## config.mk

```make
export PLATFORM = sky130hd
export DESIGN_NAME = rqpb_front_flat
export DESIGN_NICKNAME = d
export VERILOG_FILES = /design/src/rtl/rqpb_pkg.sv /design/src/rtl/rqpb_cmd_if.sv /design/src/rtl/rqpb_front.sv /design/src/flat_wrapper.sv
export SDC_FILE = /design/constraint.sdc
export NUM_CORES = 1
export LEC_CHECK = 0
export BUFFER_PORTS_ARGS = -buffer_cell sky130_fd_sc_hd__buf_2
export CORE_ASPECT_RATIO = 1.25
export CORE_MARGIN = 2
export CORE_UTILIZATION = 30
export CTS_BUF_LIST = sky130_fd_sc_hd__clkbuf_4 sky130_fd_sc_hd__clkbuf_8 sky130_fd_sc_hd__clkbuf_16
export DETAILED_ROUTE_END_ITERATION = 7
export GPL_TIMING_DRIVEN = 1
export PLACE_DENSITY = 0.6
export SYNTH_ARGS = -nofsm -noshare
export SYNTH_HDL_FRONTEND = slang
export SYNTH_SLANG_ARGS = --single-unit
```

## constraint.sdc

```tcl
create_clock -name clk_i -period 5.9 [get_ports clk_i]
set_input_delay 1.18 -clock clk_i [delete_from_list [all_inputs] [get_ports clk_i]]
set_output_delay 1.18 -clock clk_i [all_outputs]
set_load 0.01 [all_outputs]
```

## src/rtl/rqpb_pkg.sv

```systemverilog
// Shared types and codes for the ring queue with peek and burst.
`timescale 1ns / 1ps

package rqpb_pkg;

  typedef enum logic [2:0] {
    CMD_RESET      = 3'd0,
    CMD_ENQUEUE    = 3'd1,
    CMD_BURST      = 3'd2,
    CMD_DROP_HEAD  = 3'd3,
    CMD_WRITE_FREE = 3'd4,
    CMD_COMMIT     = 3'd5,
    CMD_PEEK       = 3'd6,
    CMD_PEEK_LAST  = 3'd7
  } cmd_e;

  typedef enum logic [1:0] {
    STAT_OK      = 2'd0,
    STAT_NO_ROOM = 2'd1,
    STAT_EMPTY   = 2'd2,
    STAT_ZERO    = 2'd3
  } status_e;

  typedef enum logic {
    ST_IDLE = 1'b0,
    ST_READ = 1'b1
  } state_e;

  localparam int unsigned DataW  = 64;
  localparam int unsigned FieldW = 8;
  localparam int unsigned CfgW   = 9;
  localparam int unsigned MinSlots = 2;
  localparam int unsigned ResetSlots = 256;

  // Decoded command as it travels from the front end to the execution unit.
  typedef struct packed {
    cmd_e              op;
    logic [DataW-1:0]  data;
    logic [FieldW-1:0] offset;
    logic [FieldW-1:0] count;
  } item_t;

endpackage

```

## src/rtl/rqpb_cmd_if.sv

```systemverilog
// Command channel interface: valid/ready plus one command item.
`timescale 1ns / 1ps

interface rqpb_cmd_if;
  logic        valid;
  logic        ready;
  logic [2:0]  command;
  logic [63:0] node_data;
  logic [7:0]  offset;
  logic [7:0]  count;

  modport source (output valid, output command, output node_data, output offset,
                  output count, input ready);
  modport sink   (input valid, input command, input node_data, input offset,
                  input count, output ready);
endinterface

```

## src/rtl/rqpb_front.sv

```systemverilog
// Front end: takes command transfers, decodes them and buffers two in a small queue.
`timescale 1ns / 1ps

module rqpb_front import rqpb_pkg::*; (
  input  logic  clk_i,
  input  logic  rst_ni,
  rqpb_cmd_if.sink cmd_i,
  output logic  item_valid_o,
  output item_t item_o,
  input  logic  item_ready_i
);

  item_t       slot_q [2];
  logic        wr_ptr_q, wr_ptr_d;
  logic        rd_ptr_q, rd_ptr_d;
  logic [1:0]  fill_q, fill_d;
  logic        push, pop;
  item_t       item_in;

  assign cmd_i.ready  = (fill_q != 2'd2);
  assign item_valid_o = (fill_q != 2'd0);
  assign item_o       = slot_q[rd_ptr_q];

  assign push = cmd_i.valid && cmd_i.ready;
  assign pop  = item_valid_o && item_ready_i;

  always_comb begin
    item_in.op     = cmd_e'(cmd_i.command);
    item_in.data   = cmd_i.node_data;
    item_in.offset = cmd_i.offset;
    item_in.count  = cmd_i.count;
  end

  always_comb begin
    wr_ptr_d = push ? ~wr_ptr_q : wr_ptr_q;
    rd_ptr_d = pop  ? ~rd_ptr_q : rd_ptr_q;
    fill_d   = fill_q;
    if (push && !pop) begin
      fill_d = fill_q + 2'd1;
    end else if (pop && !push) begin
      fill_d = fill_q - 2'd1;
    end
  end

  always_ff @(posedge clk_i or negedge rst_ni) begin
    if (!rst_ni) begin
      wr_ptr_q <= 1'b0;
      rd_ptr_q <= 1'b0;
      fill_q   <= 2'd0;
    end else begin
      wr_ptr_q <= wr_ptr_d;
      rd_ptr_q <= rd_ptr_d;
      fill_q   <= fill_d;
    end
  end

  always_ff @(posedge clk_i) begin
    if (push) begin
      slot_q[wr_ptr_q] <= item_in;
    end
  end

endmodule

```

## src/flat_wrapper.sv

```systemverilog
// flat-port wrapper written by rule: the top's interface ports become plain ports
module rqpb_front_flat import rqpb_pkg::*;
  (clk_i, rst_ni, item_valid_o, item_o, item_ready_i, cmd_i_valid, cmd_i_command, cmd_i_node_data, cmd_i_offset, cmd_i_count, cmd_i_ready);
  rqpb_cmd_if cmd_i_i ();
  input  logic clk_i;
  input  logic rst_ni;
  output logic item_valid_o;
  output item_t item_o;
  input  logic item_ready_i;
  input wire logic [$bits(cmd_i_i.valid)-1:0] cmd_i_valid;
  input wire logic [$bits(cmd_i_i.command)-1:0] cmd_i_command;
  input wire logic [$bits(cmd_i_i.node_data)-1:0] cmd_i_node_data;
  input wire logic [$bits(cmd_i_i.offset)-1:0] cmd_i_offset;
  input wire logic [$bits(cmd_i_i.count)-1:0] cmd_i_count;
  output wire logic [$bits(cmd_i_i.ready)-1:0] cmd_i_ready;
  assign cmd_i_i.valid = cmd_i_valid;
  assign cmd_i_i.command = cmd_i_command;
  assign cmd_i_i.node_data = cmd_i_node_data;
  assign cmd_i_i.offset = cmd_i_offset;
  assign cmd_i_i.count = cmd_i_count;
  assign cmd_i_ready = cmd_i_i.ready;
  rqpb_front u_core (.clk_i(clk_i), .rst_ni(rst_ni), .cmd_i(cmd_i_i), .item_valid_o(item_valid_o), .item_o(item_o), .item_ready_i(item_ready_i));
endmodule
```

# Yosys cells after proc, flatten, opt, wreduce, memory -nomap -nowiden
# Memory sizes are Yosys's and may differ from the RTL's.
# Index checks and enable logic that the tools add are counted.
dict set report word_totals {
  reg_bits 4
  mem_bits_rw 166
  in_bits 87
  output_inout_bits 85
  wordCells 21
  n_memories 1
}
# memory depth word_bits rd rd_ports_with_merged_regs write_ports line
set mem_list {}
lappend mem_list {u_core.slot_q 2 83 1 0 1 rqpb_front.sv:13} ;# item_t slot_q [2];
dict set report classes {
  add_sub_neg 2
  n_eq_ne 1
  n_mux 4
  n_bitwise 2
  reduce_logical 8
}
# op n
set ops {}
lappend ops {{logical AND 1 bit} 4}
lappend ops {{two-way mux 2 bit} 2}
lappend ops {{nonzero test 2 bit} 2}
lappend ops {{adder 2 x 1 -> 2 bit (second input constant)} 1}
lappend ops {{logical NOT 1 bit} 2}
lappend ops {{two-way mux 1 bit} 2}
lappend ops {{!= test 2 bit (second input constant)} 1}
lappend ops {{inverter 1 bit} 2}
lappend ops {{subtractor 2 x 1 -> 2 bit (second input constant)} 1}

# Longest topological paths before layout
# Gate-level depths: netlist (run 1).
dict set report depth {
  ltp_word 6
  depth_mapped 7
  depth_no_buf 7
}

# Worst setup path after synthesis (run 1)
# OpenSTA, ideal clock, no wires.
dict set report synth_path {
  kind {input -> register}
  from {input port cmd_i_valid}
  to {memory u_core.slot_q[0][0] (netlist name), enable pin}
  setup_time_ns 0.525
  arrival_ns 4.732
  required_ns 5.375
  slack_ns 0.643
  cell_stages 2
  path_buffers 0
  path_cell_list {nand2_1 > nor2_1}
}
dict set report synth_via {
  elab_chain_cells 3
}
# item line
set synth_rtl {}
lappend synth_rtl {{start, declared} flat_wrapper.sv:10} ;# input wire logic [$bits(cmd_i_i.valid)-1:0] cmd_i_valid;
lappend synth_rtl {{logical AND 1 bit} rqpb_front.sv:24} ;# assign push = cmd_i.valid && cmd_i.ready;
lappend synth_rtl {{two-way mux 1 bit} rqpb_front.sv:58} ;# if (push) begin
lappend synth_rtl {{two-way mux 1 bit (not written as such)} rqpb_front.sv:59} ;# slot_q[wr_ptr_q] <= item_in;
lappend synth_rtl {{end, declared} rqpb_front.sv:13}
# Every way passes these cells.

==> results.toml, run 1 <==
[synth]
synthesis.nets = 364
synthCells = 276
synth-seq-cells = 170
yosys_warnings = 0
synthDistinctLibCells = 15
ys_seq_area_share_pct = 79.1
syn-cell-area_mm2 = 0.00643
postSynthAreaPerCell_um2 = 23.3

[power]
ir_worst_vdd_uv = 332
pwr-share-seq_pct = 45.0
internal_power_mw = 2.83
power.density_mw_per_mm2 = 496
p_leak_nw = 3.19
p_total_mw = 4.04
p_sw_share_pct = 30.0
switchingPower_mw = 1.21
p_comb_share_pct = 29.0
p_clk_share_pct = 26.0

[placed_design]
io_buffers = 171
post_dp_cell_area_mm2 = 0.00758
dp_hpwl_um = 7680
place_ws_ns = 2.46
gp_congestion = 0.645

[clocking]
cts_buffer_depth = 2
path_clk_slew_ns = 0.07
root_buffer = "clkbuf_16"
clock_sinks = 170
cts-htree-levels = 4
cts_setup_buffers = 0
numCtsBuffers = 17
cts_tree = "done"
clk_latency_ns = 0.42
hold_buffers = 0
post_cts_resized = 0

[drt]
drtPass1Iterations = 4
vias_per_cell = 4.22
drt_iter0_markers = 164
wirelength_um = 11900
ant_nets = 0
drc = 0
routedWlPerCell_um = 16.0
vias = 3158

[timing]
finClkSkew_ns = 0.00604
rsz0062_at_grt = "no"
fin_setup_tns_ns = 0
setup_slack_ns = 2.09
drv_slew = 0
worst_pin_slew_ns = 0.954
period_share_pct = 64.6
finalSetupViolations = 0
finalCriticalPeriod_ns = 3.81
hold_violations = 0
relSlewSlack_pct = 36.4
fmax_mhz = 262

[setup_path]
start_kind = "flop"
ff2ff_path_depth = 3
crit_type = "flop to output pin"
arrival_ns = 2.63
endpoint_kind = "output pin"
crit_path_cell_trace = "buf_4, mux2_2, buf_2"
critPathLaunch = "u_core.rd_ptr_q"
slowest_delay_ns = 1.05
worstSetupEndpoint = "item_o[73]"
cp_slowest_cell = "dfrtp_4"
rrSetupSlack_ns = 3.70
rr_startpoint = "u_core.fill_q[0]"
crit_path_max_fanout = 53
worstReg2RegEnd = "u_core.slot_q[1][13]"
required_ns = 4.72

[die]
dieWidth_um = 135
num_rows = 59
die_y_um = 168
core_area_mm2 = 0.0209
io_pins = 172
start_util_pct = 30.8
dieArea_mm2 = 0.0226

[run]
drv_cap = 0

[final_layout]
drive_gt1_share_pct = 61.8
final_net_count = 549
final_area_mm2 = 0.00814
n_antenna_cell = 0
syn_to_final_growth_pct = 26.7

[global_route]
grt_pass1_vias = 3551
grt_max_degree = 54
grtUsageTotal_pct = 10.7
antenna_found_initial = 0
gr-total-overflow = 0
grt_pass1_wl_um = 18400

[hold_path]
hold_path.class = "flop to flop"

[run_status]
status = "finished, final reports clean"
[layer usage]
layer  up-vias  GRT usage, %  wire length, µm
li1       1463             -                -
met1      1584          11.7             4610
met2       100          19.1             6450
met3        11          3.78              715
met4         0          3.98              156
met5         -             0                0
[how the worst min path moves through the flow]
stage,slack (ns),end,cells after the start,from
floorplan,0.46,u_core.fill_q[1],1,u_core.fill_q[1]
global placement,0.48,u_core.fill_q[1],1,u_core.fill_q[1]
detailed placement,0.48,u_core.fill_q[1],1,u_core.fill_q[1]
CTS,0.50,u_core.fill_q[1],1,u_core.fill_q[1]
global route,0.53,u_core.rd_ptr_q,1,rst_ni
finish,0.49,u_core.fill_q[1],1,u_core.fill_q[1]
[final cells by class]
type                    count  area, µm²
clock buffers              17        425
clock inverters            15        133
fillers                  1947      12700
inverters                   1       3.75
multi-input cells          96       1260
flip-flops and latches    170       5090
well taps                 274        343
repair buffers            175        886
[worst max-delay path: cells and delay by family (launching register included)]
family / cells / cell delay, ns
mux: 1 / 0.39
flops: 1 / 1.05
buf+inv: 2 / 0.75
[cells by family (layout without fill, tap and decap cells)]
logic type	after synthesis	in the layout	share of synthesized area [%]
flops	170	170	79.1
xor+xnor	5	5	0.681
buf+inv	10	208	1.44
simple gates	7	7	0.526
mux	83	83	18.0
fa+ha+maj	1	1	0.195
[synthesized netlist by cell type]
cell type | count | share of area, %
nand2b_1 | 1 | 0.097
inv_1 | 1 | 0.058
mux2_2 | 23 | 4.0
mux2_4 | 60 | 14
buf_6 | 7 | 1.2
dfrtp_1 | 4 | 1.6
nand2_1 | 2 | 0.12
nor2_1 | 2 | 0.12
xnor2_1 | 3 | 0.41
edfxtp_1 | 166 | 78
buf_2 | 2 | 0.16
xor2_1 | 2 | 0.27
or2_2 | 1 | 0.097
ha_1 | 1 | 0.19
and3_1 | 1 | 0.097
[metrics by stage]
stage / hold WS [ns] / util (%) / std cells
2_1_floorplan: 0.456 / - / 276
3_3_place_gp: 0.475 / 36.3 / 716
3_5_place_dp: 0.482 / 36.3 / 716
4_1_cts: 0.497 / 39.0 / 748
5_1_grt: 0.531 / 39.0 / 748
6_report: 0.495 / 39.0 / 748
[layout by cell type, fill, tap and decap left out, drive strengths merged]
cell type and count:
nand2 2, clkinv 6, xnor2 3, inv 10, dfrtp 4, nor2 2, buf 175, ha 1
mux2 83, nand2b 1, and3 1, xor2 2, clkbuf 17, edfxtp 166, or2 1
[power by group through the flow]
stage / Clock, mW / Sequential (mW) / Combinational, mW
2_1_floorplan: 0 / 1.75 / 0.898
3_3_place_gp: 0 / 1.83 / 1.19
3_5_place_dp: 0 / 1.85 / 1.20
4_1_cts: 1.09 / 1.83 / 1.20
5_1_grt: 1.15 / 1.85 / 1.27
6_report: 1.05 / 1.82 / 1.17
[sequential cells by signal, summed over array words and instances (netlist names)]
name / count
u_core.wr_ptr_q: 1
u_core.slot_q: 166
u_core.fill_q: 2
u_core.rd_ptr_q: 1
No activity file was read; power rests on OpenSTA's default activity.
==> inputs of run 2 (changes only) <==
Clock period 5.9 ns to 4 ns, I/O delays scaled along.
==> results.toml, run 2 (synthesis gave the netlist of run 1 again) <==
[timing]
worst_pin_slew_ns = 0.695
drv_slew = 0
period_share_pct = 76.1
hold_violations = 0
finalCriticalPeriod_ns = 3.05
relSlewSlack_pct = 53.7
finalSetupViolations = 0
fin_setup_tns_ns = 0
finClkSkew_ns = 0.0127
fmax_mhz = 328
rsz0062_at_grt = "no"

[clocking]
cts_tree = "done"
clock_sinks = 170
path_clk_slew_ns = 0.06
root_buffer = "clkbuf_16"
cts_setup_buffers = 0
post_cts_resized = 0
clk_latency_ns = 0.41
numCtsBuffers = 17
cts-htree-levels = 4
hold_buffers = 0
cts_buffer_depth = 2

[die]
core_area_mm2 = 0.0209
dieArea_mm2 = 0.0226
dieWidth_um = 135
die_y_um = 168
io_pins = 172
num_rows = 59
start_util_pct = 30.8

[setup_path]
cpLargestDelayFamily = "buffers and inverters"
crit_path_cell_trace = "buf_4, mux2_2, buf_2"
path_buf_inv = 2
cp_slowest_cell = "dfrtp_4"
ff2ff_path_depth = 3
cp.depth = 3
slowest_delay_ns = 0.65
crit_path_max_fanout = 37
required_ns = 3.20
endpoint_kind = "output pin"
crit_type = "flop to output pin"
start_kind = "flop"
arrival_ns = 2.25

[drt]
vias_per_cell = 4.21
drc = 0
wl_met3_um = 829
ant_nets = 0
vias = 3157
wl_met1_um = 4560
drtPass1Iterations = 4
drt_iter0_markers = 112
routedWlPerCell_um = 15.5
wirelength_um = 11600
met2WireLength_um = 6140
top_layer = "met4"

[final_layout]
mostFrequentLayoutCells = "171 x buf_2, 166 x edfxtp_1, 60 x mux2_4"
n_antenna_cell = 0
final_net_count = 551
reg_top3 = "u_core.slot_q x166, u_core.fill_q x2"
largest_register = "u_core.slot_q"
final_common_cell = "buf_2"
largest_reg_flops = 166
drive_gt1_share_pct = 62.2
syn_to_final_growth_pct = 27.7

[power]
p_leak_nw = 3.21
power.density_mw_per_mm2 = 741
p_comb_share_pct = 29.9
p_clk_share_pct = 27.5
p_sw_share_pct = 28.3
pwr-share-seq_pct = 42.6
switchingPower_mw = 1.72
internal_power_mw = 4.36
ir_worst_vdd_uv = 409
p_total_mw = 6.09

[global_route]
grtUsageTotal_pct = 10.7
grt_pass1_wl_um = 18300
grt_pass1_vias = 3565
gr-total-overflow = 0
grt_max_degree = 50
antenna_found_initial = 0

[placed_design]
gp_congestion = 0.673
io_buffers = 171
dp_hpwl_um = 7690

[run_status]
status = "finished, final reports clean"

[hold_path]
hold_path.class = "input pin to async pin"

[run]
drv_cap = 0
-- run 2: changes by cell type in the layout (fill, tap and decap cells not counted), sizes merged --
cell      change
buf           +2
bufinv        +3
clkbuf        +3
clkinv        -6
clkinvlp      +5
inv           -5
-- run 2: final timing paths --
path	slack [ns]	startpoint	end
max	0.95	u_core.rd_ptr_q	item_o[67]
min	0.18	rst_ni	u_core.rd_ptr_q
min reg2reg	0.50	u_core.fill_q[1]	u_core.fill_q[1]
max in group asynchronous	3.68	rst_ni	u_core.rd_ptr_q
min in group clk_i	0.50	u_core.fill_q[1]	u_core.fill_q[1]
max reg2reg	1.91	u_core.fill_q[0]	u_core.slot_q[1][11]
-- run 2: power by group through the flow --
stage               Clock (mW)  Combinational, mW  Sequential (mW)
floorplan                    0               1.33             2.58
global placement             0               1.86             2.61
detailed placement           0               1.87             2.63
CTS                       1.74               1.88             2.60
global route              1.80               1.98             2.63
finish                    1.68               1.82             2.59
-- run 2: routing by layer --
layer  global-route usage (%)  up-vias
li1                         -     1461
met1                     11.5     1587
met2                     18.8      101
met5                        0        -
met4                     3.84        0
met3                     4.33        8
-- run 2: cell type report --
cell class	count	area, µm²
fillers	1935	12700
flip-flops and latches	170	5090
multi-input cells	96	1260
repair buffers	177	901
clock buffers	20	448
well taps	274	343
clock inverters	12	163
inverters	1	3.75
-- run 2: through the flow --
step / cells / worst slack (ns) / hold slack, ns / cell area (µm²) / utilization (%)
6_report: 750 / 0.955 / 0.180 / 8210 / 39.3
5_1_grt: 750 / 0.807 / 0.157 / 8210 / 39.3
4_1_cts: 750 / 0.889 / 0.155 / 8210 / 39.3
3_5_place_dp: 718 / 1.36 / 0.482 / 7600 / 36.4
3_3_place_gp: 718 / 1.38 / 0.474 / 7600 / 36.4
2_1_floorplan: 276 / 0.517 / 0.456 / 6430 / -
==> inputs of run 3 (changes only) <==
Clock period 4 ns to 3 ns, I/O delays scaled along.
==> results.toml, run 3 (synthesis gave the netlist of run 1 again) <==
[run_status]
status = "finished, final reports clean"

[timing]
worst_pin_slew_ns = 0.582
finClkSkew_ns = 0.00772
relSlewSlack_pct = 61.2
fin_setup_tns_ns = 0
finalCriticalPeriod_ns = 2.55
fmax_mhz = 392
period_share_pct = 85.0
finalSetupViolations = 0
rsz0062_at_grt = "no"
drv_slew = 0
hold_violations = 0

[global_route]
antenna_found_initial = 4
grt_pass1_wl_um = 18100
gr-total-overflow = 0
grt_max_degree = 47
grt_pass1_vias = 3486
grtUsageTotal_pct = 10.7

[setup_path]
endpoint_kind = "output pin"
crit_type = "flop to output pin"
cp_slowest_cell = "dfrtp_4"
slowest_delay_ns = 0.70
arrival_ns = 1.95
required_ns = 2.40
crit_path_cell_trace = "buf_12, mux2_2, buf_2"
rrSetupSlack_ns = 1.28
crit_path_max_fanout = 33
start_kind = "flop"

[drt]
ant_nets = 0
drc = 0
wirelength_um = 11800
vias = 3132
wl_met1_um = 4520
drt_iter0_markers = 132
top_layer = "met5"
routedWlPerCell_um = 15.7
met2WireLength_um = 6160
vias_per_cell = 4.16
wl_met3_um = 938
drtPass1Iterations = 4

[final_layout]
multi_input_area_mm2 = 0.00126
final_net_count = 552
fill_cells = 1929
final_common_cell = "buf_2"
reg_top3 = "u_core.slot_q x166, u_core.fill_q x2"
register_area_mm2 = 0.00509
largest_register = "u_core.slot_q"
mostFrequentLayoutCells = "171 x buf_2, 166 x edfxtp_1, 60 x mux2_4"
drive_gt1_share_pct = 61.6
largest_reg_flops = 166
fin_util_pct = 39.4
syn_to_final_growth_pct = 28.0

[clocking]
path_clk_slew_ns = 0.06
cts_tree = "done"
cts-htree-levels = 4
root_buffer = "clkbuf_16"
clk_latency_ns = 0.41
numCtsBuffers = 17
clock_sinks = 170
cts_buffer_depth = 2

[die]
dieArea_mm2 = 0.0226
io_pins = 172
core_area_mm2 = 0.0209
start_util_pct = 30.8
die_y_um = 168
dieWidth_um = 135
num_rows = 59

[placed_design]
gp_congestion = 0.641
dp_hpwl_um = 7890
io_buffers = 171

[power]
p_leak_nw = 3.21
p_total_mw = 8.05
power.density_mw_per_mm2 = 978
ir_worst_vdd_uv = 391

[run]
drv_cap = 0

[hold_path]
hold_path.class = "input pin to flop"
run 3: changes by cell type in the layout (fill, tap and decap cells not counted), moves of 2 or more:
cell,delta
buf_4,-3
diode_2,+2
inv_6,-2
clkinv_1,+2
clkinv_2,+2
clkbuf_4,-2
buf_12,+3
run 3: where the power goes:
part | leakage [nW] | total [mW] | switching [mW] | internal (mW)
Combinational | 1.35 | 2.46 | 1.20 | 1.26
Clock | 0.273 | 2.12 | 0.883 | 1.24
Sequential | 1.59 | 3.46 | 0.213 | 3.25
Total | 3.21 | 8.05 | 2.30 | 5.75
run 3: timing repair:
| item | 4_1_cts | 5_1_grt |
|---|---|---|
| hold buffers | 1 | 0 |
| setup buffers | 0 | 0 |
| resized for setup | 0 | 0 |
| hold endpoints to repair | 4 | 0 |
run 3: layout make-up:
class                      instances  area share, %
clock buffer                      18           5.26
sequential                       170           61.8
antenna                            2         0.0608
timing repair buffer             178           11.5
inverter                           1         0.0456
multi-input combinational         96           15.3
clock inverter                    14           1.76
tap                              274           4.17
run 3: per-stage QoR:
stage	cell area [µm²]	std cells	hold WS, ns	setup WS (ns)
after global routing	8220	751	0.342	0.335
after global placement	7640	718	0.411	0.872
after floorplan	6440	276	0.304	0.623
after CTS	8220	751	0.344	0.385
after detailed placement	7640	718	0.416	0.845
final	8230	753	0.374	0.451
run 3: path summary, 6_finish.rpt:
check,from,end,cells past startpoint
worst min register to register,u_core.fill_q[1],u_core.fill_q[1],1
worst max-delay path,u_core.rd_ptr_q,item_o[77],3
worst max register to register,u_core.fill_q[0],u_core.slot_q[0][66],4
min in group asynchronous,rst_ni,u_core.fill_q[1],2
max in group asynchronous,rst_ni,u_core.rd_ptr_q,2
worst min-delay path,cmd_i_node_data[56],u_core.slot_q[0][72],1
run 3: worst max-delay path, delay by kind of cell, from the launching register on:
kind / cells / cell delay, ns
buffers and inverters: 2 / 0.42
multiplexers: 1 / 0.37
flip-flops: 1 / 0.70
run 3: layer usage:
layer	up-vias	track usage (%)
met5	-	0
met4	4	3.71
met3	14	4.97
met2	101	18.9
met1	1542	11.0
li1	1471	-
